**config.mk**
```make
export PLATFORM = sky130hd
export DESIGN_NAME = tag_presence_table_with_aging
export DESIGN_NICKNAME = d
export VERILOG_FILES = /design/src/sv/tpt_pkg.sv /design/src/sv/tpt_ram.sv /design/src/sv/tag_presence_table_with_aging.sv
export VERILOG_INCLUDE_DIRS = /design/src /design/src/sv
export SDC_FILE = /design/constraint.sdc
export NUM_CORES = 2
export LEC_CHECK = 0
export ABC_CLOCK_PERIOD_IN_PS = 11500
export BUFFER_PORTS_ARGS = -buffer_cell sky130_fd_sc_hd__buf_2
export CORE_AREA = 2 2 797 402
export DETAILED_ROUTE_END_ITERATION = 7
export DIE_AREA = 0 0 799 404
export PLACE_DENSITY = 0.48
export SLEW_MARGIN = 5
export SYNTH_ARGS = -nofsm -noshare
export SYNTH_HDL_FRONTEND = slang
export SYNTH_SLANG_ARGS = --single-unit
```
**constraint.sdc**
```tcl
create_clock -name i_clk -period 11.5 [get_ports i_clk]
set_input_delay 1.15 -clock i_clk [delete_from_list [all_inputs] [get_ports i_clk]]
set_output_delay 1.15 -clock i_clk [all_outputs]
set_load 0.005 [all_outputs]
```
**src/sv/assert_macros.svh**
```systemverilog
// Assertion helpers included by the table RTL.
`ifndef ASSERT_MACROS_SVH
`define ASSERT_MACROS_SVH

// Property checked on every rising edge outside reset.
`define ASSERT_CLK(label, clk, rst_n, prop, msg) \
    label: assert property (@(posedge clk) disable iff (!rst_n) (prop)) else $error(msg);

// Same check, but also active while reset is applied.
`define ASSERT_ALWAYS(label, clk, prop, msg) \
    label: assert property (@(posedge clk) (prop)) else $error(msg);

`endif

```
**src/sv/tpt_pkg.sv**
```systemverilog
package tpt_pkg;

    localparam int DEF_MAX_TAGS = 32;
    localparam int ENTRY_W = 64;
    localparam logic [31:0] STALE_RESET = 32'd600;

    localparam logic [2:0] OP_UPDATE = 3'd0;
    localparam logic [2:0] OP_AGE = 3'd1;
    localparam logic [2:0] OP_SORT_TIME = 3'd2;
    localparam logic [2:0] OP_SORT_RSSI = 3'd3;
    localparam logic [2:0] OP_READ = 3'd4;

    localparam logic [1:0] UPD_FULL = 2'd0;
    localparam logic [1:0] UPD_ADDED = 2'd1;
    localparam logic [1:0] UPD_UPDATED = 2'd2;

    typedef struct packed {
        logic [15:0] tag_id;
        logic [7:0] rssi;
        logic [7:0] status;
        logic [31:0] last_seen;
    } t_entry;

endpackage

```
**src/sv/tpt_ram.sv**
```systemverilog
module tpt_ram #(
    parameter int WIDTH = 8,
    parameter int DEPTH = 32
) (
    input  logic                     i_clk,
    input  logic                     i_we,
    input  logic [$clog2(DEPTH)-1:0] i_waddr,
    input  logic [WIDTH-1:0]         i_wdata,
    input  logic [$clog2(DEPTH)-1:0] i_raddr,
    output logic [WIDTH-1:0]         o_rdata
);

    logic [WIDTH-1:0] r_mem [DEPTH];
    logic [WIDTH-1:0] r_rdata;

    always_ff @(posedge i_clk) begin
        if (i_we) begin
            r_mem[i_waddr] <= i_wdata;
        end
        r_rdata <= r_mem[i_raddr];
    end

    assign o_rdata = r_rdata;

endmodule

```
**src/sv/tag_presence_table_with_aging.sv**
```systemverilog
// Tag presence table: up to MAX_TAGS entries (id, strongest rssi, status,
// last-seen second) held in one single-port-write, registered-read memory.
// A request is taken only when the block is idle and one result is returned
// per request. Every memory access is a read followed by a step that uses
// the data, so the latency follows the entry count N: update and age-out
// scan the entries in turn, while read and unused codes scan none. A sort
// is an insertion sort done one compare-and-swap at a time, each one
// passing through the read, latch, compare and write-back states; already
// ordered tables cost least. The single memory read port sets all these
// costs. While a result waits for i_ready the block holds it and takes no
// new request. The age threshold register resets to 600 seconds and is
// written through its own channel.
module tag_presence_table_with_aging
    import tpt_pkg::*;
#(
    parameter int MAX_TAGS = DEF_MAX_TAGS
) (
    input  logic              i_clk,
    input  logic              i_rst_n,
    input  logic              i_valid,
    output logic              o_ready,
    input  logic [2:0]        i_op,
    input  logic [15:0]       i_tag_id,
    input  logic signed [7:0] i_rssi,
    input  logic [7:0]        i_status,
    input  logic [31:0]       i_now_sec,
    input  logic [4:0]        i_entry_index,
    input  logic              i_cfg_valid,
    output logic              o_cfg_ready,
    input  logic [31:0]       i_cfg_data,
    output logic              o_valid,
    input  logic              i_ready,
    output logic [1:0]        o_update_code,
    output logic [5:0]        o_removed_count,
    output logic [5:0]        o_entry_count,
    output logic              o_read_valid,
    output logic [15:0]       o_read_tag_id,
    output logic signed [7:0] o_read_rssi,
    output logic [7:0]        o_read_status,
    output logic [31:0]       o_read_last_seen
);

`include "assert_macros.svh"

    localparam int AW = $clog2(MAX_TAGS);
    localparam int CW = AW + 1;
    localparam logic [CW-1:0] FULL = CW'(MAX_TAGS);

    // Sequencer states.
    localparam logic [3:0] S_IDLE = 4'd0;
    localparam logic [3:0] S_UPD_RD = 4'd1;   // issue read of index r_i
    localparam logic [3:0] S_UPD_CK = 4'd2;   // compare read data
    localparam logic [3:0] S_AGE_RD = 4'd3;
    localparam logic [3:0] S_AGE_CK = 4'd4;
    localparam logic [3:0] S_RD_WAIT = 4'd5;
    localparam logic [3:0] S_RD_DONE = 4'd6;
    localparam logic [3:0] S_SRT_RA = 4'd7;   // read entry j-1
    localparam logic [3:0] S_SRT_RB = 4'd8;   // read entry j, latch j-1
    localparam logic [3:0] S_SRT_CK = 4'd9;   // compare, maybe write j-1
    localparam logic [3:0] S_SRT_WB = 4'd10;  // write j
    localparam logic [3:0] S_OUT = 4'd11;

    logic [3:0]  r_state, n_state;
    logic [31:0] r_stale;
    logic [CW-1:0] r_count, n_count;
    logic [CW-1:0] r_i, n_i;       // scan index / sort outer index
    logic [CW-1:0] r_j, n_j;       // sort inner index, age-out write index
    logic [CW-1:0] r_removed, n_removed;
    logic        r_key, n_key;
    logic [2:0]  r_op, n_op;
    t_entry      r_req, n_req;
    t_entry      r_a, n_a;         // latched entry j-1 during sort
    logic [4:0]  r_idx, n_idx;
    logic        r_ovalid, n_ovalid;
    logic [1:0]  r_code, n_code;
    logic        r_rvalid, n_rvalid;
    t_entry      r_rd, n_rd;

    logic          we;
    logic [AW-1:0] waddr, raddr;
    t_entry        wdata, rdata;
    logic [ENTRY_W-1:0] rdata_raw;

    tpt_ram #(.WIDTH(ENTRY_W), .DEPTH(MAX_TAGS)) u_ram (
        .i_clk   (i_clk),
        .i_we    (we),
        .i_waddr (waddr),
        .i_wdata (wdata),
        .i_raddr (raddr),
        .o_rdata (rdata_raw)
    );
    assign rdata = t_entry'(rdata_raw);

    assign o_ready = (r_state == S_IDLE) && !r_ovalid;
    assign o_cfg_ready = 1'b1;

    logic a_less_b;
    always_comb begin
        if (r_key) begin
            a_less_b = $signed(r_a.rssi) < $signed(rdata.rssi);
        end else begin
            a_less_b = r_a.last_seen < rdata.last_seen;
        end
    end

    logic [31:0] age;
    assign age = r_req.last_seen - rdata.last_seen;

    always_comb begin
        n_state = r_state;
        n_count = r_count;
        n_i = r_i;
        n_j = r_j;
        n_removed = r_removed;
        n_key = r_key;
        n_op = r_op;
        n_req = r_req;
        n_a = r_a;
        n_idx = r_idx;
        n_ovalid = r_ovalid;
        n_code = r_code;
        n_rvalid = r_rvalid;
        n_rd = r_rd;
        we = 1'b0;
        waddr = r_i[AW-1:0];
        wdata = r_req;
        raddr = r_i[AW-1:0];

        if (r_ovalid && i_ready) begin
            n_ovalid = 1'b0;
        end

        case (r_state)
            S_IDLE: begin
                if (i_valid && !r_ovalid) begin
                    n_op = i_op;
                    n_req.tag_id = i_tag_id;
                    n_req.rssi = i_rssi;
                    n_req.status = i_status;
                    n_req.last_seen = i_now_sec;
                    n_idx = i_entry_index;
                    n_i = '0;
                    n_j = '0;
                    n_removed = '0;
                    n_code = UPD_FULL;
                    n_rvalid = 1'b0;
                    n_rd = '0;
                    case (i_op)
                        OP_UPDATE: n_state = S_UPD_RD;
                        OP_AGE: n_state = S_AGE_RD;
                        OP_SORT_TIME, OP_SORT_RSSI: begin
                            n_key = (i_op == OP_SORT_RSSI);
                            n_i = CW'(1);
                            n_j = CW'(1);
                            n_state = S_SRT_RA;
                        end
                        OP_READ: n_state = S_RD_WAIT;
                        default: n_state = S_OUT;
                    endcase
                end
            end
            S_UPD_RD: begin
                if (r_i >= r_count) begin
                    if (r_count >= FULL) begin
                        n_code = UPD_FULL;
                    end else begin
                        we = 1'b1;
                        waddr = r_count[AW-1:0];
                        n_count = r_count + CW'(1);
                        n_code = UPD_ADDED;
                    end
                    n_state = S_OUT;
                end else begin
                    n_state = S_UPD_CK;
                end
            end
            S_UPD_CK: begin
                if (rdata.tag_id == r_req.tag_id) begin
                    we = 1'b1;
                    wdata = r_req;
                    if ($signed(r_req.rssi) <= $signed(rdata.rssi)) begin
                        wdata.rssi = rdata.rssi;
                    end
                    n_code = UPD_UPDATED;
                    n_state = S_OUT;
                end else begin
                    n_i = r_i + CW'(1);
                    n_state = S_UPD_RD;
                end
            end
            S_AGE_RD: begin
                if (r_i >= r_count) begin
                    n_count = r_j;
                    n_state = S_OUT;
                end else begin
                    n_state = S_AGE_CK;
                end
            end
            S_AGE_CK: begin
                // Survivors are written down to the compaction index; the
                // write index never passes the read index.
                if (age > r_stale) begin
                    n_removed = r_removed + CW'(1);
                end else begin
                    we = 1'b1;
                    waddr = r_j[AW-1:0];
                    wdata = rdata;
                    n_j = r_j + CW'(1);
                end
                n_i = r_i + CW'(1);
                n_state = S_AGE_RD;
            end
            S_RD_WAIT: begin
                raddr = AW'(r_idx);
                n_state = S_RD_DONE;
            end
            S_RD_DONE: begin
                if (32'(r_idx) < 32'(r_count)) begin
                    n_rvalid = 1'b1;
                    n_rd = rdata;
                end
                n_state = S_OUT;
            end
            S_SRT_RA: begin
                // j is the inner position; j == 0 ends this pass.
                if (r_i >= r_count) begin
                    n_state = S_OUT;
                end else if (r_j == '0) begin
                    n_i = r_i + CW'(1);
                    n_j = r_i + CW'(1);
                end else begin
                    raddr = r_j[AW-1:0] - AW'(1);
                    n_state = S_SRT_RB;
                end
            end
            S_SRT_RB: begin
                n_a = rdata;
                raddr = r_j[AW-1:0];
                n_state = S_SRT_CK;
            end
            S_SRT_CK: begin
                if (a_less_b) begin
                    we = 1'b1;
                    waddr = r_j[AW-1:0] - AW'(1);
                    wdata = rdata;
                    n_state = S_SRT_WB;
                end else begin
                    n_i = r_i + CW'(1);
                    n_j = r_i + CW'(1);
                    n_state = S_SRT_RA;
                end
            end
            S_SRT_WB: begin
                we = 1'b1;
                waddr = r_j[AW-1:0];
                wdata = r_a;
                n_j = r_j - CW'(1);
                n_state = S_SRT_RA;
            end
            S_OUT: begin
                n_ovalid = 1'b1;
                n_state = S_IDLE;
            end
            default: n_state = S_IDLE;
        endcase
    end

    always_ff @(posedge i_clk) begin
        if (!i_rst_n) begin
            r_state <= S_IDLE;
            r_count <= '0;
            r_stale <= STALE_RESET;
            r_ovalid <= 1'b0;
        end else begin
            r_state <= n_state;
            r_count <= n_count;
            r_ovalid <= n_ovalid;
            if (i_cfg_valid) begin
                r_stale <= i_cfg_data;
            end
        end
        r_i <= n_i;
        r_j <= n_j;
        r_removed <= n_removed;
        r_key <= n_key;
        r_op <= n_op;
        r_req <= n_req;
        r_a <= n_a;
        r_idx <= n_idx;
        r_code <= n_code;
        r_rvalid <= n_rvalid;
        r_rd <= n_rd;
    end

    assign o_valid = r_ovalid;
    assign o_update_code = (r_op == OP_UPDATE) ? r_code : UPD_FULL;
    assign o_removed_count = 6'(r_removed);
    assign o_entry_count = 6'(r_count);
    assign o_read_valid = r_rvalid;
    assign o_read_tag_id = r_rd.tag_id;
    assign o_read_rssi = r_rd.rssi;
    assign o_read_status = r_rd.status;
    assign o_read_last_seen = r_rd.last_seen;

    `ASSERT_CLK(a_count_range, i_clk, i_rst_n, r_count <= FULL, "entry count over capacity")
    `ASSERT_CLK(a_busy_no_out, i_clk, i_rst_n, (r_state != S_IDLE) |-> !r_ovalid, "result while busy")
    `ASSERT_CLK(a_age_compact, i_clk, i_rst_n, (r_state == S_AGE_CK) |-> (r_j <= r_i), "compaction overtook scan")
    `ASSERT_ALWAYS(a_rst_idle, i_clk, !i_rst_n |=> (r_state == S_IDLE && !r_ovalid), "reset not idle")

endmodule

```
# == Word level (Yosys, flattened, before mapping) ==
# Memory sizes are Yosys's and may differ from the RTL's. A register that Yosys moved wholly into a read port is not among the register bits.
# Index checks and enable logic that the tools add are counted.
# totals
mem_count,1
out_inout_bits,82
in_bits,109
ramBits,2048
ff_bits,265
# classes
n_mux,61
magnitude_cmp,7
addsub,7
n_eq_ne,29
n_reduce_logical,25
# memory_table
memory,depth,word_bits,read_ports,rd_clocked_by_memory_dff,wr,line,rtl
u_ram.r_mem,32,64,1,1,1,tpt_ram.sv:13,logic [WIDTH-1:0] r_mem [DEPTH];
# op_table
op,count
$mux 64,4
$pmux 64 s4,1
$pmux 64 s2,1
$mux 6,11
$pmux 6 s5,2
$mux 48,1
$pmux 4 s11,1
$gt 32x32->1,1
$lt 32x32->1,1
$sub 32x32->32,1
$mux 5,6
$mux 4,7
$add 6x1->6 const B,4
$pmux 6 s2,2
$ne 2x2->1 const B,11
$pmux 5 s4,1
$eq 16x16->1,1
$eq 4x3->1 const B,4
$eq 4x4->1 const B,4
$pmux 4 s4,1
$pmux 5 s3,1
$mux 1,14
$reduce_and 6->1,2
$reduce_bool 5->1,2
other kinds (30),45

# == Logic depth before layout (Yosys ltp) ==
# logic_depth
ltp_word,6
ltp_mapped,25

# == Hierarchy ==
# Synthesis repeated with hierarchy kept, for this count alone.
# unflattened
hier_cells,4496
hier_area_um2,94272.9
# by_module_without_submodules
mod,seq_area_each_um2,area_each_um2,n_inst,cells_per_inst
tpt_ram,62780.2,78964.5,1,3096
tag_presence_table_with_aging,7527.2,15308.4,1,1400

# == Worst setup path before layout ==
# OpenSTA, ideal clock, no wires.
# synth_path
path_kind,register -> register
startpoint,register r_req[0] in the netlist's numbering
endpoint,memory u_ram.r_mem[26][0] in the netlist's numbering (enable)
arrival_ns,11.485
required_time_ns,10.833
setup_time_ns,0.667
stages_incl_launch_ff,25
slack_ns,-0.651
path_cell_list,edfxtp_1 > inv_1 > ha_1 > inv_1 > fa_1 > a21oi_1 > o211ai_1 > a22oi_1 > nor4b_1 > o21ai_0 > a31oi_1 > a311o_1 > a21oi_1 > xnor2_1 > ha_1 > nand4_1 > nor4_1 > a2111oi_0 > o31ai_1 > o211ai_1 > o211ai_1 > o21a_1 > or2_2 > clkbuf_1 > nor4b_1
# synth_between
elab_chain_len,6
elab_cells_between_ends,8
# synth_lines
element,line,rtl
from (decl),tag_presence_table_with_aging.sv:71,"t_entry r_req, n_req;"
from (signal assigned),tag_presence_table_with_aging.sv:287,r_req <= n_req;
$sub 32x32->32 *,tag_presence_table_with_aging.sv:107,assign age = r_req.last_seen - rdata.last_seen;
$gt 32x32->1 *,tag_presence_table_with_aging.sv:202,if (age > r_stale) begin
$mux 1,tag_presence_table_with_aging.sv:202,
$pmux 1 s5,tag_presence_table_with_aging.sv:133,case (r_state)
$mux 1,tpt_ram.sv:17,if (i_we) begin
$mux 1 (implied by the code),tpt_ram.sv:18,r_mem[i_waddr] <= i_wdata;
to (decl),tpt_ram.sv:13,
# Every way passes the cells marked *; elsewhere a longest branch is shown, timed or not.

# == Final worst setup path ==
# layout_path
startpoint,register r_req[0] in the netlist's numbering
endpoint,"memory u_ram.r_mem[11][11] in the netlist's numbering, data pin"
# layout_between
elab_chain_len,4
# layout_lines
element,line,rtl
$sub 32x32->32,tag_presence_table_with_aging.sv:107,
$gt 32x32->1,tag_presence_table_with_aging.sv:202,
$mux 64,tag_presence_table_with_aging.sv:202,
$pmux 64 s4,tag_presence_table_with_aging.sv:133,
named net u_ram.i_wdata[11],tpt_ram.sv:8,"input logic [WIDTH-1:0] i_wdata,"
# The timed path passes the listed nets, and every way through them passes these cells.

==> run summary <==
The launch point of the worst reg-to-reg path is r_req[0]. At the pin with the least slew margin, the transition time is 1.35 ns. The Yosys step of the flow raised 0 warnings. The cell count after synthesis came out at 4969. For the maximum level of the CTS H-tree, the log shows 4.

The terminating pin of the worst hold path was r_req[63]. The final design utilization is 0.345. The clock slew at the register clock pins of the worst setup and hold paths is 0.07 ns, and the final-report setup violation count is 0. The tools report the nature of the critical path startpoint as a register. The number of buffers between clock root and the deepest sink is 4, and the largest net degree at the start of global routing is 128. In this run, the number of DRC markers left after iteration 0 of detailed routing was 5974.

The tools report the worst hold slack after final layout as 0.437 ns. The tools report the worst endpoint data arrival time as 9.41 ns. Setup total negative slack on the finished layout was measured at 0 ns.

The post-synthesis sequential area ratio is 0.743, and the leakage power figure is 35.2 nW. The share of final-layout standard cells stronger than drive strength 1 was 0.224. The pre-antenna-repair detailed-routing pass consisted of 6 iterations.

The run gives 2.48 ns as the reg2reg setup slack. The final count of hold timing violations was 0; the count of flip-flops with a built-in enable after synthesis was 2270. The tools report the final weighted congestion in routability-driven placement as 0.801. The number of global-route vias before repair was 51143; the vias per cell was 5.16. The synthesized flop and latch total is 2377. The post-detailed-placement cell area is 101000 um2, and the post-synthesis area per instance is 19.0 um2.

The worst hold path stage count was 1; the wire length of the first global-routing pass was 392000 um. The vertical extent of the die is 404 um. The number of I/O port buffers is 189, and the total power density per cell area is 293 nW/um2. Total global routing track utilization: 0.169. For the fraction of power consumed by combinational cells, the log shows 0.386.

Derived from the worst setup path, the maximum achievable clock frequency is 0.111 GHz. The netlist uses 78 different library cells. In this run the horizontal extent of the chip is 799 um.

The startpoint identified for the worst hold timing path is i_tag_id[15]. The sequential share of power was 0.377; the sink count of the clock tree was 2377. Power comes to 31.9 mW. The path class of the tightest hold or removal check is in -> reg. The vias after detailed routing came out at 49864.

The count of pins over their slew limit is 0, and the area inside the core boundary is 315000 um2. After detailed routing, the average wire length per cell comes to 28.9 um. After clock tree synthesis, the setup repair step added 0 buffers. TritonCTS built the clock tree. The initialized floorplan defines 146 standard-cell rows.

The part of the cycle the worst path needs came out at 0.784. Share of total power in the clock network: 0.237. In the synthesized netlist the dominant register cell turns out to be sky130_fd_sc_hd__edfxtp_1.

Number of top-level pins: 191. The net count of the finished layout is 5500. The die covers 323000 um2.

The smallest clock period supported by the final layout is computed as 9.02 ns. Effective utilization at floorplan: 0.300. The switching power as a share of total power works out to 0.361. The remaining max-slew budget at the tightest pin came out at 0.0972. The critical path in this run is classified as reg -> reg.

In this run the remaining antenna-violating nets after routing total 0. The tools report the worst supply voltage drop on vdd as 0.363 mV. The area growth from synthesis to layout is 15.1%. The endpoint identified for the worst register-to-register timing path is u_ram.r_mem[11][11].

The count of max-cap constraint violations was 0. Data on the critical path is required at its endpoint by 11.89 ns. The half-perimeter wire length of the detailed placement result was 150000 um. In this run, post-CTS hold repair placed 0 buffers. The flow ran to the end, and the final reports show no timing, DRC or antenna violations. The nature of the critical path endpoint was a register. In this run the cell area of the synthesized design comes to 94600 um2. The detailed-route DRC error count is 0. The maximum fanout encountered on the critical timing path came out at 32.

The finished cells cover 109000 um2. Setup repair after global routing left no endpoint under its margin. The TritonCTS buffer count was 232; the post-cts gate resize count was 0.

The internal portion of the total power is 20.4 mW. The initial antenna violation count is 6. When the netlist entered floorplanning its net count stood at 5208. The worst register-to-register path has a depth of 24. The later pin in the worst-skew pair is clocked with a latency of 0.89 ns. The tools report the CTS root buffer as sky130_fd_sc_hd__clkbuf_16.

For this block, the routed nets add up to 280000 um of wire. The logs give 0.0827 ns for the post-route clock skew and 11.5 mW for the switching power total. Summed over all layers, the global routing overflow is 0. The share of async-settable or async-resettable flops after synthesis came out at 0.
worst max-delay path, stage by stage, from the launching register on:
cell and delay [ns]:
sky130_fd_sc_hd__edfxtp_1 0.39, sky130_fd_sc_hd__inv_1 0.07, sky130_fd_sc_hd__ha_1 0.26, sky130_fd_sc_hd__inv_1 0.09, sky130_fd_sc_hd__fa_1 0.42, sky130_fd_sc_hd__a21oi_1 0.26, sky130_fd_sc_hd__o211ai_1 0.18, sky130_fd_sc_hd__a22oi_1 0.51
sky130_fd_sc_hd__nor4b_1 0.18, sky130_fd_sc_hd__o21ai_0 0.45, sky130_fd_sc_hd__a31oi_1 0.26, sky130_fd_sc_hd__a311o_1 0.40, sky130_fd_sc_hd__a21oi_1 0.18, sky130_fd_sc_hd__xnor2_1 0.15, sky130_fd_sc_hd__ha_1 0.27, sky130_fd_sc_hd__o21ai_0 0.22
sky130_fd_sc_hd__nor2_1 0.07, sky130_fd_sc_hd__a2111oi_0 0.39, sky130_fd_sc_hd__o31ai_1 0.36, sky130_fd_sc_hd__o211ai_1 0.53, sky130_fd_sc_hd__o21ai_0 0.41, sky130_fd_sc_hd__a21o_2 0.40, sky130_fd_sc_hd__buf_4 0.30, sky130_fd_sc_hd__a222oi_1 1.05
sky130_fd_sc_hd__inv_1 0.75
registers in the layout (all words and copies together) (netlist names), 3 cells and up:
signal / flops
u_ram.o_rdata: 64
o_read_last_seen: 32
r_req: 64
o_entry_count: 6
o_read_tag_id: 16
r_i: 6
o_read_rssi: 8
o_removed_count: 6
r_j: 6
r_a: 64
r_idx: 5
u_ram.r_mem: 2048
r_state: 4
o_read_status: 8
r_op: 3
r_stale: 32
worst max-delay path by stage:
stage | end | slack (ns) | from
6_report | u_ram.r_mem[11][11] | 2.48 | r_req[0]
5_1_grt | u_ram.r_mem[12][11] | 2.06 | r_req[0]
4_1_cts | u_ram.r_mem[12][11] | 2.63 | r_req[0]
3_5_place_dp | u_ram.r_mem[15][11] | 2.63 | r_req[0]
3_3_place_gp | u_ram.r_mem[28][38] | 2.32 | r_req[0]
2_1_floorplan | u_ram.r_mem[2][0] | -0.22 | r_req[0]
cells in the final DEF, fill, tap and decap left out, types with 105 or more instances in the layout:
cell and count:
sky130_fd_sc_hd__edfxtp_1 2270, sky130_fd_sc_hd__mux4_2 505, sky130_fd_sc_hd__nand2_1 393, sky130_fd_sc_hd__clkbuf_16 233, sky130_fd_sc_hd__buf_2 189, sky130_fd_sc_hd__inv_1 159, sky130_fd_sc_hd__nand3_1 143, sky130_fd_sc_hd__ha_1 128
sky130_fd_sc_hd__mux2i_1 124, sky130_fd_sc_hd__dfxtp_1 105
through the flow:
stage / std cells / setup slack, ns
3_3_place_gp: 9244 / 2.32
2_1_floorplan: 4969 / -0.216
4_1_cts: 9661 / 2.63
6_report: 9668 / 2.48
5_1_grt: 9668 / 2.06
3_5_place_dp: 9245 / 2.63
power by group through the flow:
stage | Sequential [mW] | Clock, mW | Combinational [mW]
floorplan | 12.0 | 0 | 8.24
CTS | 12.0 | 7.72 | 12.5
detailed placement | 12.2 | 0 | 12.4
finish | 12.0 | 7.56 | 12.3
global route | 12.1 | 8.04 | 13.3
global placement | 12.2 | 0 | 12.2
layout make-up:
type / count / area, um2
tap: 4218 / 5280
antenna: 7 / 17.5
clock buffer: 325 / 6460
inverter: 161 / 609
sequential: 2377 / 70300
fill: 29466 / 207000
timing repair buffer: 309 / 2340
clock inverter: 91 / 938
multi-input combinational: 2180 / 22900
metal layers:
metal / vias to the layer above / wire length, um / track usage
li1: 20821 / - / -
met1: 27086 / 125000 / 0.241
met2: 1619 / 133000 / 0.277
met3: 338 / 15200 / 0.0211
met4: 0 / 6040 / 0.0389
met5: - / 0 / 0
synth_stat cells (all sizes together) (9+ instances only):
| library cell | n | area, um2 |
|---|---|---|
| edfxtp | 2270 | 68200 |
| mux4 | 505 | 11400 |
| nand2 | 395 | 1480 |
| inv | 161 | 604 |
| nand3 | 143 | 716 |
| buf | 136 | 719 |
| ha | 128 | 1600 |
| mux2i | 124 | 1240 |
| clkbuf | 115 | 432 |
| dfxtp | 107 | 2140 |
| a21oi | 83 | 419 |
| nor2 | 71 | 267 |
| o21ai | 68 | 340 |
| and3 | 62 | 388 |
| nor4 | 59 | 369 |
| a222oi | 56 | 561 |
| a32oi | 55 | 482 |
| nor3 | 45 | 225 |
| nor2b | 42 | 263 |
| and2 | 41 | 257 |
| xor2 | 33 | 289 |
| a22oi | 23 | 173 |
| xnor2 | 23 | 201 |
| a21o | 20 | 150 |
| mux2 | 17 | 191 |
| o21a | 16 | 120 |
| nand4 | 15 | 93.8 |
| nand2b | 12 | 75.1 |
| o211ai | 12 | 90.1 |
| a211oi | 11 | 87.6 |
| a221oi | 10 | 87.6 |
| a31oi | 9 | 56.3 |
logic make-up (layout without fill, tap and decap cells):
group	Yosys count	count (layout)	share of synthesized area
muxes	646	646	0.135
AOI/OAI and AO/OA	438	438	0.0342
DFF	2377	2377	0.743
xor gates and xnor gates	56	56	0.00519
and+or+nand+nor	909	909	0.0458
buffers and inverters	412	886	0.0186
adders and majority gates	130	130	0.0174
other	1	8	0.0000397
(Power assumes the default switching activity.)
